### src/rtl/gfinv_pkg.sv
// Shared constants, types and helpers for the GF(2^8) inverse core.
package gfinv_pkg;

	localparam int ByteW    = 8;
	localparam int RemW     = 9;
	localparam int CoefW    = 16;
	localparam int DegW     = 4;
	localparam int MaxSteps = 16;
	localparam int CntW     = $clog2(MaxSteps + 1);

	localparam logic [RemW-1:0] FieldPoly = 9'h11B;

	typedef struct packed {
		logic load;
		logic step;
		logic capture;
	} cmd_t;

	typedef struct packed {
		logic r_is_one;
	} sts_t;

	// degree of a nonzero remainder; zero input returns 0
	function automatic logic [DegW-1:0] poly_deg(input logic [RemW-1:0] p);
		logic [DegW-1:0] d;
		d = '0;
		for (int i = 0; i < RemW; i++) begin
			if (p[i]) begin
				d = DegW'(i);
			end
		end
		return d;
	endfunction

endpackage

### src/rtl/gf256_inverse_extended_euclid_core.sv
// Top level of the GF(2^8) inverse core (AES polynomial 0x11B).
//
// Input channel: in_valid/in_ready with operand_byte. Output channel:
// out_valid/out_ready with inverse_byte. Zero maps to zero.
// Each accepted item runs the binary extended Euclid loop in the datapath,
// one shift-XOR step per cycle, until the remainder reaches one (at most
// fifteen steps, hard-capped at sixteen). The result then moves into an
// output register in the same cycle that the next item may be accepted.
// Only one item is in the loop at a time: the single step unit is shared,
// so the core takes no new item before the last one has finished its loop.
// A finished result waits in the output register; while it is not taken,
// the next item is still accepted and computed, and it holds at the end of
// its loop until the output register frees up, with in_ready low.
// Reset (arst_n low, asynchronous) drops any item in flight and clears
// out_valid; the core comes up idle with in_ready high.
module gf256_inverse_extended_euclid_core (
	input  logic                        clk,
	input  logic                        arst_n,
	input  logic                        in_valid,
	output logic                        in_ready,
	input  logic [gfinv_pkg::ByteW-1:0] operand_byte,
	output logic                        out_valid,
	input  logic                        out_ready,
	output logic [gfinv_pkg::ByteW-1:0] inverse_byte
);

	gfinv_pkg::cmd_t cmd;
	gfinv_pkg::sts_t sts;

	gfinv_ctrl u_ctrl (
		.clk       (clk),
		.arst_n    (arst_n),
		.in_valid  (in_valid),
		.in_ready  (in_ready),
		.out_valid (out_valid),
		.out_ready (out_ready),
		.sts       (sts),
		.cmd       (cmd)
	);

	gfinv_dp u_dp (
		.clk          (clk),
		.cmd          (cmd),
		.operand_byte (operand_byte),
		.inverse_byte (inverse_byte),
		.sts          (sts)
	);

endmodule

### src/rtl/gfinv_ctrl.sv
// Controller FSM: sequences load, Euclid steps and result capture.
module gfinv_ctrl (
	input  logic                clk,
	input  logic                arst_n,
	input  logic                in_valid,
	output logic                in_ready,
	output logic                out_valid,
	input  logic                out_ready,
	input  gfinv_pkg::sts_t     sts,
	output gfinv_pkg::cmd_t     cmd
);

	typedef enum logic [1:0] {
		ST_IDLE = 2'b01,
		ST_RUN  = 2'b10
	} state_t;

	state_t                     state_q;
	state_t                     state_d;
	logic [gfinv_pkg::CntW-1:0] cnt_q;
	logic                       out_valid_q;
	logic                       run;
	logic                       done;
	logic                       finish;

	assign run    = (state_q == ST_RUN);
	assign done   = sts.r_is_one || (cnt_q == gfinv_pkg::CntW'(gfinv_pkg::MaxSteps));
	assign finish = run && done && (!out_valid_q || out_ready);

	assign in_ready    = (state_q == ST_IDLE) || finish;
	assign cmd.load    = in_valid && in_ready;
	assign cmd.step    = run && !done;
	assign cmd.capture = finish;
	assign out_valid   = out_valid_q;

	always_comb begin
		state_d = state_q;
		unique case (state_q)
			ST_IDLE: begin
				if (cmd.load) begin
					state_d = ST_RUN;
				end
			end
			ST_RUN: begin
				if (cmd.load) begin
					state_d = ST_RUN;
				end else if (finish) begin
					state_d = ST_IDLE;
				end
			end
			default: state_d = ST_IDLE;
		endcase
	end

	always_ff @(posedge clk or negedge arst_n) begin
		if (!arst_n) begin
			state_q     <= ST_IDLE;
			cnt_q       <= '0;
			out_valid_q <= 1'b0;
		end else begin
			state_q <= state_d;
			if (cmd.load) begin
				cnt_q <= '0;
			end else if (cmd.step) begin
				cnt_q <= cnt_q + 1'b1;
			end
			if (cmd.capture) begin
				out_valid_q <= 1'b1;
			end else if (out_ready) begin
				out_valid_q <= 1'b0;
			end
		end
	end

	a_capture_free: assert property (@(posedge clk) disable iff (!arst_n)
		cmd.capture |-> (!out_valid_q || out_ready))
		else $error("result captured over a pending item");

	a_step_excl: assert property (@(posedge clk) disable iff (!arst_n)
		!(cmd.step && cmd.capture))
		else $error("step and capture in the same cycle");

	a_cnt_bound: assert property (@(posedge clk) disable iff (!arst_n)
		cnt_q <= gfinv_pkg::CntW'(gfinv_pkg::MaxSteps))
		else $error("step count past bound");

	a_load_run: assert property (@(posedge clk) disable iff (!arst_n)
		cmd.load |=> (state_q == ST_RUN && cnt_q == '0))
		else $error("load did not start a run");

endmodule

### src/rtl/gfinv_dp.sv
// Datapath: remainder/cofactor pairs, one Euclid step per cycle, result register.
module gfinv_dp (
	input  logic                        clk,
	input  gfinv_pkg::cmd_t             cmd,
	input  logic [gfinv_pkg::ByteW-1:0] operand_byte,
	output logic [gfinv_pkg::ByteW-1:0] inverse_byte,
	output gfinv_pkg::sts_t             sts
);

	logic [gfinv_pkg::RemW-1:0]  r0_q, r1_q;
	logic [gfinv_pkg::CoefW-1:0] c0_q, c1_q;
	logic [gfinv_pkg::ByteW-1:0] inv_q;

	logic [gfinv_pkg::DegW-1:0]  d0, d1, sh;
	logic                        swap;
	logic [gfinv_pkg::RemW-1:0]  ra, rb;
	logic [gfinv_pkg::CoefW-1:0] ca, cb;

	always_comb begin
		d0   = gfinv_pkg::poly_deg(r0_q);
		d1   = gfinv_pkg::poly_deg(r1_q);
		swap = (d0 < d1);
		ra   = swap ? r1_q : r0_q;
		rb   = swap ? r0_q : r1_q;
		ca   = swap ? c1_q : c0_q;
		cb   = swap ? c0_q : c1_q;
		sh   = swap ? (d1 - d0) : (d0 - d1);
	end

	assign sts.r_is_one = (r0_q == gfinv_pkg::RemW'(1));
	assign inverse_byte = inv_q;

	always_ff @(posedge clk) begin
		if (cmd.load) begin
			// zero has no inverse: start finished with a zero cofactor
			if (operand_byte == '0) begin
				r0_q <= gfinv_pkg::RemW'(1);
				c0_q <= '0;
			end else begin
				r0_q <= {1'b0, operand_byte};
				c0_q <= gfinv_pkg::CoefW'(1);
			end
			r1_q <= gfinv_pkg::FieldPoly;
			c1_q <= '0;
		end else if (cmd.step) begin
			r0_q <= ra ^ (rb << sh);
			c0_q <= ca ^ (cb << sh);
			r1_q <= rb;
			c1_q <= cb;
		end
		if (cmd.capture) begin
			inv_q <= c0_q[gfinv_pkg::ByteW-1:0];
		end
	end

endmodule

### config.mk
export PLATFORM = sky130hd
export DESIGN_NAME = gf256_inverse_extended_euclid_core
export DESIGN_NICKNAME = d
export VERILOG_FILES = /design/src/rtl/gfinv_pkg.sv /design/src/rtl/gf256_inverse_extended_euclid_core.sv /design/src/rtl/gfinv_ctrl.sv /design/src/rtl/gfinv_dp.sv
export SDC_FILE = /design/constraint.sdc
export NUM_CORES = 1
export LEC_CHECK = 0
export ABC_AREA = 1
export BUFFER_PORTS_ARGS = -buffer_cell sky130_fd_sc_hd__buf_2
export CAP_MARGIN = 20
export CORE_MARGIN = 10
export CORE_UTILIZATION = 56
export CTS_BUF_LIST = sky130_fd_sc_hd__clkbuf_8
export CTS_CLUSTER_SIZE = 12
export DETAILED_ROUTE_END_ITERATION = 8
export GPL_ROUTABILITY_DRIVEN = 0
export PLACE_DENSITY = 0.71
export REMOVE_ABC_BUFFERS = 1
export SYNTH_ARGS = -nofsm -noshare
export SYNTH_HDL_FRONTEND = slang
export SYNTH_SLANG_ARGS = --single-unit
### constraint.sdc
create_clock -name clk -period 3.41 [get_ports clk]
set_input_delay 0 -clock clk [delete_from_list [all_inputs] [get_ports clk]]
set_output_delay 0 -clock clk [all_outputs]
set_load 0.01 [all_outputs]
# Word-level counts from Yosys, hierarchy flattened
# Cells that the tools add are included.
totals:
  reg_bits: 66
  latchBits: 0
  mem_bits_rw: 0
  rom_bits: 0
  input_bits: 12
  output_inout_bits: 10
  elab_cells: 70
  mem_count: 0
classes:
  addsub: 3
  n_mul: 0
  n_div: 0
  magnitude_cmp: 1
  eq_ne: 6
  n_shift: 2
  mux: 35
  n_bitwise: 2
  reduce_logical: 13
ops:
  columns: ["operator", "count"]
  rows:
  - ["16-bit two-way mux", 4]
  - ["9-bit two-way mux", 4]
  - ["3-bit two-way mux", 8]
  - ["16-bit by 4-bit << shifter with 16-bit output", 1]
  - ["16-bit XOR", 1]
  - ["2-bit two-way mux", 7]
  - ["4-bit two-way mux", 3]
  - ["5-bit two-way mux", 2]
  - ["9-bit by 1-bit == test with 1-bit output (second input constant)", 1]
  - ["9-bit by 4-bit << shifter with 9-bit output", 1]
  - ["9-bit XOR", 1]
  - ["8-bit logical NOT", 1]
  - ["8-bit two-way mux", 1]
  - ["4-bit subtractor", 2]
  - ["5-bit by 1-bit adder with 5-bit output (second input constant)", 1]
  - ["5-bit == test (second input constant)", 1]
  - ["1-bit two-way mux", 5]
  - ["1-bit logical AND", 4]
  - ["4-bit less-than comparator", 1]
  - ["2-bit one-hot mux with 2 select lines", 1]
  - ["2-bit nonzero test", 2]
  - ["1-bit logical OR", 3]
  - ["3-bit != test (second input constant)", 1]
  - ["2-bit by 1-bit == test with 1-bit output (second input constant)", 1]
  - ["4 further kinds", 5]

# Depth between registers and ports, before layout
# Gate-level depths: netlist of the first run.
logic_depth:
  word_depth: 14
  mapped_depth: 21
  mapped_depth_nobuf: 21

# Modules after synthesis
# A second synthesis of the first run with hierarchy kept.
hier_totals:
  hier_cells: 542
  area_unflattened_um2: 3742.3
modules_own_cells:
  columns: ["module", "instances", "cells_each", "area_per_inst_um2", "seq_area_each_um2"]
  rows:
  - ["gfinv_dp", 1, 474, 3199.3, 1091.0]
  - ["gfinv_ctrl", 1, 68, 543.0, 201.4]

# Least setup slack after synthesis of the first run
# No wires, ideal clock.
synth_path:
  path_type: "reg-to-reg"
  from: "reg u_dp.r0_q[2] (netlist bit)"
  to: "reg u_dp.c0_q[7] (netlist bit), data pin"
  setup_ns: 0.255
  arrival_time_ns: 2.646
  required_ns: 3.155
  setup_slack_ns: 0.509
  path_stages_with_launch: 21
  path_buffers: 2
  synth_period_minus_slack_ns: 2.901
  cell_sequence: "edfxtp_1 > inv_1 > a21oi_1 > o21ai_0 > nand2_1 > a21oi_1 > inv_1 > ha_1 > fa_1 > inv_1 > nand3_4 > nand2_4 > buf_6 > nand2_1 > o21ai_2 > buf_4 > nand3_1 > nand2_1 > nand2_1 > a21oi_1 > nor2_1"
synth_via:
  elab_chain_cells: 13
  word_cells_on_any_way: 23
  classes_between: "2 x add/sub; 1 x order compare; 1 x eq/ne; 1 x shift; 12 x mux; 1 x bitwise; 5 x reduce/logical"
synth_rtl:
  columns: ["element", "line", "source"]
  rows:
  - ["start: declaration", "gfinv_dp.sv:10", "logic [gfinv_pkg::RemW-1:0] r0_q, r1_q;"]
  - ["start signal: assignment", "gfinv_dp.sv:37", "r0_q <= gfinv_pkg::RemW'(1);"]
  - ["start signal: assignment", "gfinv_dp.sv:40", "r0_q <= {1'b0, operand_byte};"]
  - ["start signal: assignment", "gfinv_dp.sv:46", "r0_q <= ra ^ (rb << sh);"]
  - ["2-bit two-way mux (2 in a row)", "gfinv_pkg.sv:28", "if (p[i]) begin"]
  - ["3-bit two-way mux (4 in a row)", "gfinv_pkg.sv:28", null]
  - ["4-bit two-way mux", "gfinv_pkg.sv:28", null]
  - ["4-bit subtractor / 4-bit less-than comparator (equally long branches)", "gfinv_dp.sv:27, gfinv_dp.sv:22", null]
  - ["4-bit two-way mux / 16-bit two-way mux (equally long branches)", "gfinv_dp.sv:27, gfinv_dp.sv:26", null]
  - ["16-bit by 4-bit << shifter with 16-bit output", "gfinv_dp.sv:47", "c0_q <= ca ^ (cb << sh);"]
  - ["16-bit XOR", "gfinv_dp.sv:47", null]
  - ["16-bit two-way mux", "gfinv_dp.sv:45", "end else if (cmd.step) begin"]
  - ["16-bit two-way mux *", "gfinv_dp.sv:34", "if (cmd.load) begin"]
  - ["end signal: assignment", "gfinv_dp.sv:41", "c0_q <= gfinv_pkg::CoefW'(1);"]
  - ["end signal: assignment", "gfinv_dp.sv:47", null]
  - ["end: declaration", "gfinv_dp.sv:11", "logic [gfinv_pkg::CoefW-1:0] c0_q, c1_q;"]
# Every way passes the cells marked *; elsewhere a longest branch is shown, timed or not. The select of a mux whose other input is x is not followed.
# A chain may end at the register's enable or synchronous reset.

# Worst setup path in the final report of the first run
layout_path:
  from: "reg u_dp.r1_q[2] (netlist bit)"
  to: "reg u_dp.r0_q[6] (netlist bit), data pin"
layout_via:
  elab_chain_cells: 13
  word_cells_on_any_way: 17
  classes_between: "2 x add/sub; 1 x order compare; 1 x shift; 12 x mux; 1 x bitwise"
layout_rtl:
  columns: ["element", "line", "source"]
  rows:
  - ["start: declaration", "gfinv_dp.sv:10", null]
  - ["start signal: assignment", "gfinv_dp.sv:43", "r1_q <= gfinv_pkg::FieldPoly;"]
  - ["start signal: assignment", "gfinv_dp.sv:48", "r1_q <= rb;"]
  - ["2-bit two-way mux (2 in a row)", "gfinv_pkg.sv:28", null]
  - ["3-bit two-way mux (4 in a row)", "gfinv_pkg.sv:28", null]
  - ["4-bit two-way mux", "gfinv_pkg.sv:28", null]
  - ["4-bit subtractor / 4-bit less-than comparator (equally long branches)", "gfinv_dp.sv:27, gfinv_dp.sv:22", null]
  - ["4-bit two-way mux / 9-bit two-way mux (equally long branches)", "gfinv_dp.sv:27, gfinv_dp.sv:24", null]
  - ["9-bit by 4-bit << shifter with 9-bit output", "gfinv_dp.sv:46", null]
  - ["9-bit XOR *", "gfinv_dp.sv:46", null]
  - ["9-bit two-way mux *", "gfinv_dp.sv:45", null]
  - ["9-bit two-way mux *", "gfinv_dp.sv:34", null]
# Marked as above.

==> qor.yml, run 1 <==
status:
  status: "complete, no violations"
drt:
  drt-initial-drc-count: 518
  route.detailed.drc: 0
  ant_nets: 0
  via_per_inst: 5.70
  route.vias.total: 3645
  routed_wl_um: 9550
  dr.pass1.iters: 5
  routedWlPerCell_um: 14.9
grt:
  grt_pass1_vias: 3250
  grt_util_met1_pct: 26.7
  globalRoute.busiestLayer: "met2"
  grt_pass1_wl_um: 15900
  grt_max_degree: 37
  antenna_found_initial: 0
  grt_usage_pct: 19.1
  gr-total-overflow: 0
  use_met2_pct: 28.9
  grt_use_met3_pct: 3.22
worst_setup_path:
  worstPathMaxFanout: 14
  critical_path_class: "reg -> reg"
  cp-start-kind: "flip-flop"
  worstRegToRegCells: 18
  cp.arrival_ps: 3270
  endpoint_kind: "flip-flop"
  critPathRequiredTime_ps: 3490
floorplan:
  die_x_um: 101
  boundaryPins: 22
  row_count: 29
  die_y_um: 101
  dieArea_um2: 10200
  start_util_pct: 57.6
  core_um2: 6350
clocking:
  clockBufferDepth: 2
  htreeDepth: 2
  tritoncts: "yes"
  numCtsBuffers: 5
  clock-sinks: 50
  root_buffer: "clkbuf_8"
  worstSkewPairLatency_ps: 310
  cts.clk_slew.worst_paths_ps: 90
placed_design:
  io_buffer_count: 21
  hpwl_um: 6840
  dpl_worst_slack_ps: 44.9
yosys:
  synth-async-reset-ratio_pct: 16.0
  syn_inst: 535
  syn_avg_cell_area_um2: 6.83
  ys_seq_area_share_pct: 35.4
  post_synth_num_cell_types: 39
  synth_top_flop_cell: "edfxtp_1"
  synth-seq-cells: 50
  synth_edf_count: 25
  ys_warn_count: 0
  synth.cell_area_um2: 3660
timing:
  finalSetupViolations: 0
  fin_crit_ps: 3190
  finalHoldViolCount: 0
  timing.fmax_ghz: 0.313
  tightest_slew_ps: 614
  fin_ws_ps: 215
  rsz0062_at_grt: "yes"
  maxSlewViolCount: 0
  skew_ps: 6.31
  period_share_pct: 93.7
  max_slew_margin_pct: 59.0
layout:
  n_antenna_cell: 0
  syn2layout_area_growth_pct: 11.0
  multi_input_area_um2: 2020
  drive_above_1_share_pct: 11.4
  num-fill-cells: 598
  fin_nets: 589
  final_common_cell: "nand2_1"
  mostFrequentLayoutCells: "nand2_1 (164), nand3_1 (90), inv_1 (62)"
  layout.area.seq_um2: 1290
hold_path:
  hp-class: "in -> reg"
  hold_depth: 4
job:
  drv_cap: 0
[cell usage after synthesis (2+ instances only)]
cell / n / area share, %
xor2_1: 2 / 0.48
mux2i_1: 2 / 0.55
or2_1: 2 / 0.34
dfrtp_1: 7 / 4.8
nand2_2: 3 / 0.51
dfxtp_1: 17 / 9.3
clkbuf_1: 4 / 0.41
fa_1: 2 / 1.1
inv_2: 4 / 0.41
buf_4: 3 / 0.62
o211ai_1: 2 / 0.41
a21oi_4: 2 / 0.89
nor3_1: 2 / 0.27
buf_2: 11 / 1.5
buf_6: 4 / 1.2
nor2_1: 26 / 2.7
inv_1: 62 / 6.4
a21oi_1: 24 / 3.3
ha_1: 13 / 4.4
nand3_1: 92 / 13
a211oi_1: 2 / 0.41
edfxtp_1: 25 / 21
nand4_1: 2 / 0.34
o21ai_0: 31 / 4.2
nand2_4: 2 / 0.62
nand2_1: 165 / 17
nor4_1: 2 / 0.34
o21ai_1: 9 / 1.2
a31oi_1: 3 / 0.51
[metrics by stage]
stage | hold WS, ps | cell area, µm² | utilization (%) | cells | TNS, ps
after detailed placement | -153 | 3810 | 59.9 | 622 | 0
final | 14.5 | 4060 | 63.9 | 640 | 0
after global routing | 49.4 | 4060 | 63.9 | 640 | -133
after floorplan | -296 | 3510 | - | 512 | 0
after CTS | 10.2 | 3960 | 62.4 | 637 | 0
after global placement | -157 | 3810 | 59.9 | 622 | 0
[repair_timing]
item	in CTS	in global routing
hold buffers	7	0
gates resized for setup	0	14
setup endpoints to repair	0	17
buffers inserted	0	3
hold endpoints to repair	14	0
[final timing paths]
kind,from,endpoint,slack (ps)
min in group asynchronous,arst_n,u_ctrl.cnt_q[4],50
hold reg to reg,u_ctrl.cnt_q[4],u_ctrl.cnt_q[4],480
hold / removal,in_valid,u_ctrl.state_q[1],10
setup reg to reg,u_dp.r1_q[2],u_dp.r0_q[6],220
max in group asynchronous,arst_n,u_ctrl.state_q[0],3130
setup / recovery,u_dp.r1_q[2],u_dp.r0_q[6],220
[cell families after synthesis]
family / Yosys count / share of synthesized area [%]
flops: 50 / 35.4
mux: 2 / 0.548
buf+inv: 89 / 10.6
simple gates: 301 / 35.8
xor+xnor: 2 / 0.479
compound gates: 76 / 11.6
fa+ha+maj: 15 / 5.54
[flip-flops by register name, summed over array words and instances (netlist names), named ones only]
signal and count:
u_dp.inverse_byte 8, u_dp.r0_q 9, u_ctrl.out_valid 1, u_dp.c1_q 6, u_dp.c0_q 8, u_ctrl.state_q 2
u_ctrl.cnt_q 5, u_dp.r1_q 9
[critical path, cell delays in order (launching register included)]
cell and delay (ps):
dfxtp_1 410, inv_1 80, a21oi_1 210, o21ai_0 120, nand2_1 70, a21oi_1 80, ha_1 210, fa_1 390
inv_2 100, nand3_4 100, buf_4 230, nand3_1 110, nand2_2 110, nor2_2 310, nand2_1 150, nand2_1 90
nand2_1 50, nand3_1 70, nand2_1 50
[cell type report]
cell class / instances / area share [%]
clock inverter: 3 / 0.401
multi-input combinational: 396 / 49.8
inverter: 66 / 6.11
tap: 77 / 2.38
timing repair buffer: 43 / 7.80
clock buffer: 5 / 1.70
sequential: 50 / 31.9
[layer usage]
| metal | share of wire, % | up-vias |
|---|---|---|
| met5 | 0 | - |
| met4 | 1.7 | 0 |
| met3 | 8.3 | 15 |
| met2 | 45 | 149 |
| met1 | 45 | 1668 |
| li1 | - | 1813 |
Power of run 1 is left out: the tool's default activity adds up to more than one toggle a clock period on the data nets, which glitch-free logic cannot reach.
==> run 2, diff against run 1 <==
--- a/config.mk
+++ b/config.mk
@@ -18,4 +18,5 @@
 export REMOVE_ABC_BUFFERS = 1
 export SYNTH_ARGS = -nofsm -noshare
 export SYNTH_HDL_FRONTEND = slang
+export SYNTH_HIERARCHICAL = 1
 export SYNTH_SLANG_ARGS = --single-unit
==> qor.yml, run 2 <==
yosys:
  synth-seq-cells: 50
  synthAdderAreaFrac_pct: 5.42
  yosysMostFrequentCell: "nand2_1"
  synth_top_flop_cell: "edfxtp_1"
  synth_top_family_by_area: "simple AND/OR/NAND/NOR gates"
  synth_top_cell_area_share_pct: 20.1
  synth_edf_count: 25
  syn_avg_cell_area_um2: 6.90
  ys_warn_count: 6
  synth_xor_area_share_pct: 1.87
  syn_inst: 542
  synth-async-reset-ratio_pct: 16.0
  synth.mux.area_fraction_pct: 0.267
  synth.cell_area_um2: 3740
  post_synth_num_cell_types: 39
  yosys.area_share.simple_pct: 38.3
  synth_area_leaders: "edfxtp_1 (20%), nand2_1 (17%), nand3_1 (12%), dfxtp_1 (9.1%), inv_1 (5.9%)"
  synth_common_cells: "nand2_1 (166), nand3_1 (93), inv_1 (59)"
  ys_seq_area_share_pct: 34.5
  synth_compound_area_share_pct: 9.06
  synth.largest_area_cell: "edfxtp_1"
clocking:
  tritoncts: "yes"
  clock-sinks: 50
  htreeDepth: 2
  cts.clk_slew.worst_paths_ps: 100
  root_buffer: "clkbuf_8"
  clockBufferDepth: 2
  worstSkewPairLatency_ps: 310
  numCtsBuffers: 5
floorplan:
  core_um2: 6420
  dieArea_um2: 10400
  die_y_um: 102
  die_x_um: 102
  row_count: 29
  boundaryPins: 22
  start_util_pct: 58.3
job:
  drv_cap: 0
placed_design:
  dpl_worst_slack_ps: 124
  hpwl_um: 6970
  io_buffer_count: 21
timing:
  period_share_pct: 92.4
  maxSlewViolCount: 0
  fin_ws_ps: 258
  skew_ps: 8.72
  max_slew_margin_pct: 61.4
  tightest_slew_ps: 578
  fin_crit_ps: 3150
  timing.fmax_ghz: 0.317
  finalHoldViolCount: 0
  rsz0062_at_grt: "no"
  fin_setup_tns_ps: 0
  finalSetupViolations: 0
layout:
  final_common_cell: "nand2_1"
  num-fill-cells: 550
  multi_input_area_um2: 2070
  n_antenna_cell: 0
  mostFrequentLayoutCells: "nand2_1 (166), nand3_1 (93), inv_1 (59)"
  largestRegisters: "u_dp/r0_q (9), u_dp/r1_q (9)"
  drive_above_1_share_pct: 14.1
  fin_nets: 601
  final_core_util_pct: 65.1
  layout.area.seq_um2: 1290
  syn2layout_area_growth_pct: 11.8
grt:
  grt_pass1_wl_um: 15500
  antenna_found_initial: 0
  grt_pass1_vias: 3358
  grt_usage_pct: 18.5
  grt_max_degree: 26
  gr-total-overflow: 0
status:
  status: "complete, no violations"
drt:
  routed_wl_um: 9360
  route.vias.total: 3620
  route.detailed.drc: 0
  ant_nets: 0
  drt-initial-drc-count: 255
  routedWlPerCell_um: 14.4
  dr.pass1.iters: 5
  via_per_inst: 5.55
worst_setup_path:
  cp-start-kind: "flip-flop"
  critPathRequiredTime_ps: 3470
  critPathMaxStageDelay_ps: 430
  critPathTopFamily: "simple AND/OR/NAND/NOR gates"
  critical_path.cell_chain: "inv_1 -> a21oi_1 -> o21ai_0 -> nand2_1 -> a21oi_2 -> inv_1 -> ha_1 -> inv_1 -> fa_2 -> nand2_2 -> nand2_2 -> nand2_4 -> nand2_1 -> nand2_4 -> buf_12 -> nand3_1 -> nand3_1 -> nand2_1 -> nand2_1 -> a21oi_1 -> nor2_1"
  worstRegToRegCells: 21
  endpoint_kind: "flip-flop"
  cp.depth: 21
  cp_slowest_cell: "edfxtp_1"
  worstPathMaxFanout: 10
  path_common_cell: "nand2_1"
  critical_path_class: "reg -> reg"
  worst-path-buf-inv: 4
  cp.arrival_ps: 3210
hold_path:
  hp-class: "in -> reg"
  hold_depth: 3
[run 2: cell type report]
type | count | area share (%)
Clock buffer | 5 | 1.65
Clock inverter | 3 | 1.02
Inverter | 69 | 6.43
Multi-Input combinational cell | 404 | 49.6
Sequential cell | 50 | 30.9
Tap cell | 77 | 2.30
Timing Repair Buffer | 44 | 8.11
[run 2: kinds of logic (layout without fill, tap and decap cells)]
family | after synthesis | count (layout)
AO/OA/AOI/OAI | 63 | 63
multiplexers | 1 | 1
AND/OR/NAND/NOR | 317 | 317
adder cells (fa/ha/maj) | 15 | 15
flip-flops | 50 | 50
XOR/XNOR | 8 | 8
buffers and inverters | 88 | 121
[run 2: repair_timing]
action,4_1_cts,5_1_grt
hold buffers,8,0
setup buffers,0,5
endpoints found under the hold margin,15,0
gates resized for setup,0,9
setup endpoints to repair,0,17
[run 2: metrics by stage]
stage	instances	hold slack, ps	instance area (µm²)
after global placement	631	-143	3920
after CTS	647	13.7	4110
after global routing	652	33.1	4180
final	652	30.0	4180
after detailed placement	631	-141	3920
after floorplan	523	-296	3610
[run 2: metal layers]
layer	vias to the layer above	share of wire, %	GRT usage (%)
met3	18	6.0	3.20
met1	1634	44	23.1
met2	127	47	31.1
li1	1841	-	-
met5	-	0	0
met4	0	2.4	7.26
[run 2: path summary, 6_finish.rpt]
check / from / endpoint / slack [ps]
max reg2reg: u_dp/r0_q[2] / u_dp/r0_q[8] / 260
max in group asynchronous: arst_n / u_ctrl/state_q[0] / 3110
min: operand_byte[2] / u_dp/r0_q[2] / 30
min reg2reg: u_dp/c0_q[4] / u_dp/inverse_byte[4] / 460
max: u_dp/r0_q[2] / u_dp/r0_q[8] / 260
min in group asynchronous: arst_n / u_ctrl/state_q[1] / 60
[run 2: worst min-delay path, stage by stage]
cell and delay [ps]:
buf_2 90, nor2_1 40, nor2_1 90
Power of run 2 is left out for the same reason.
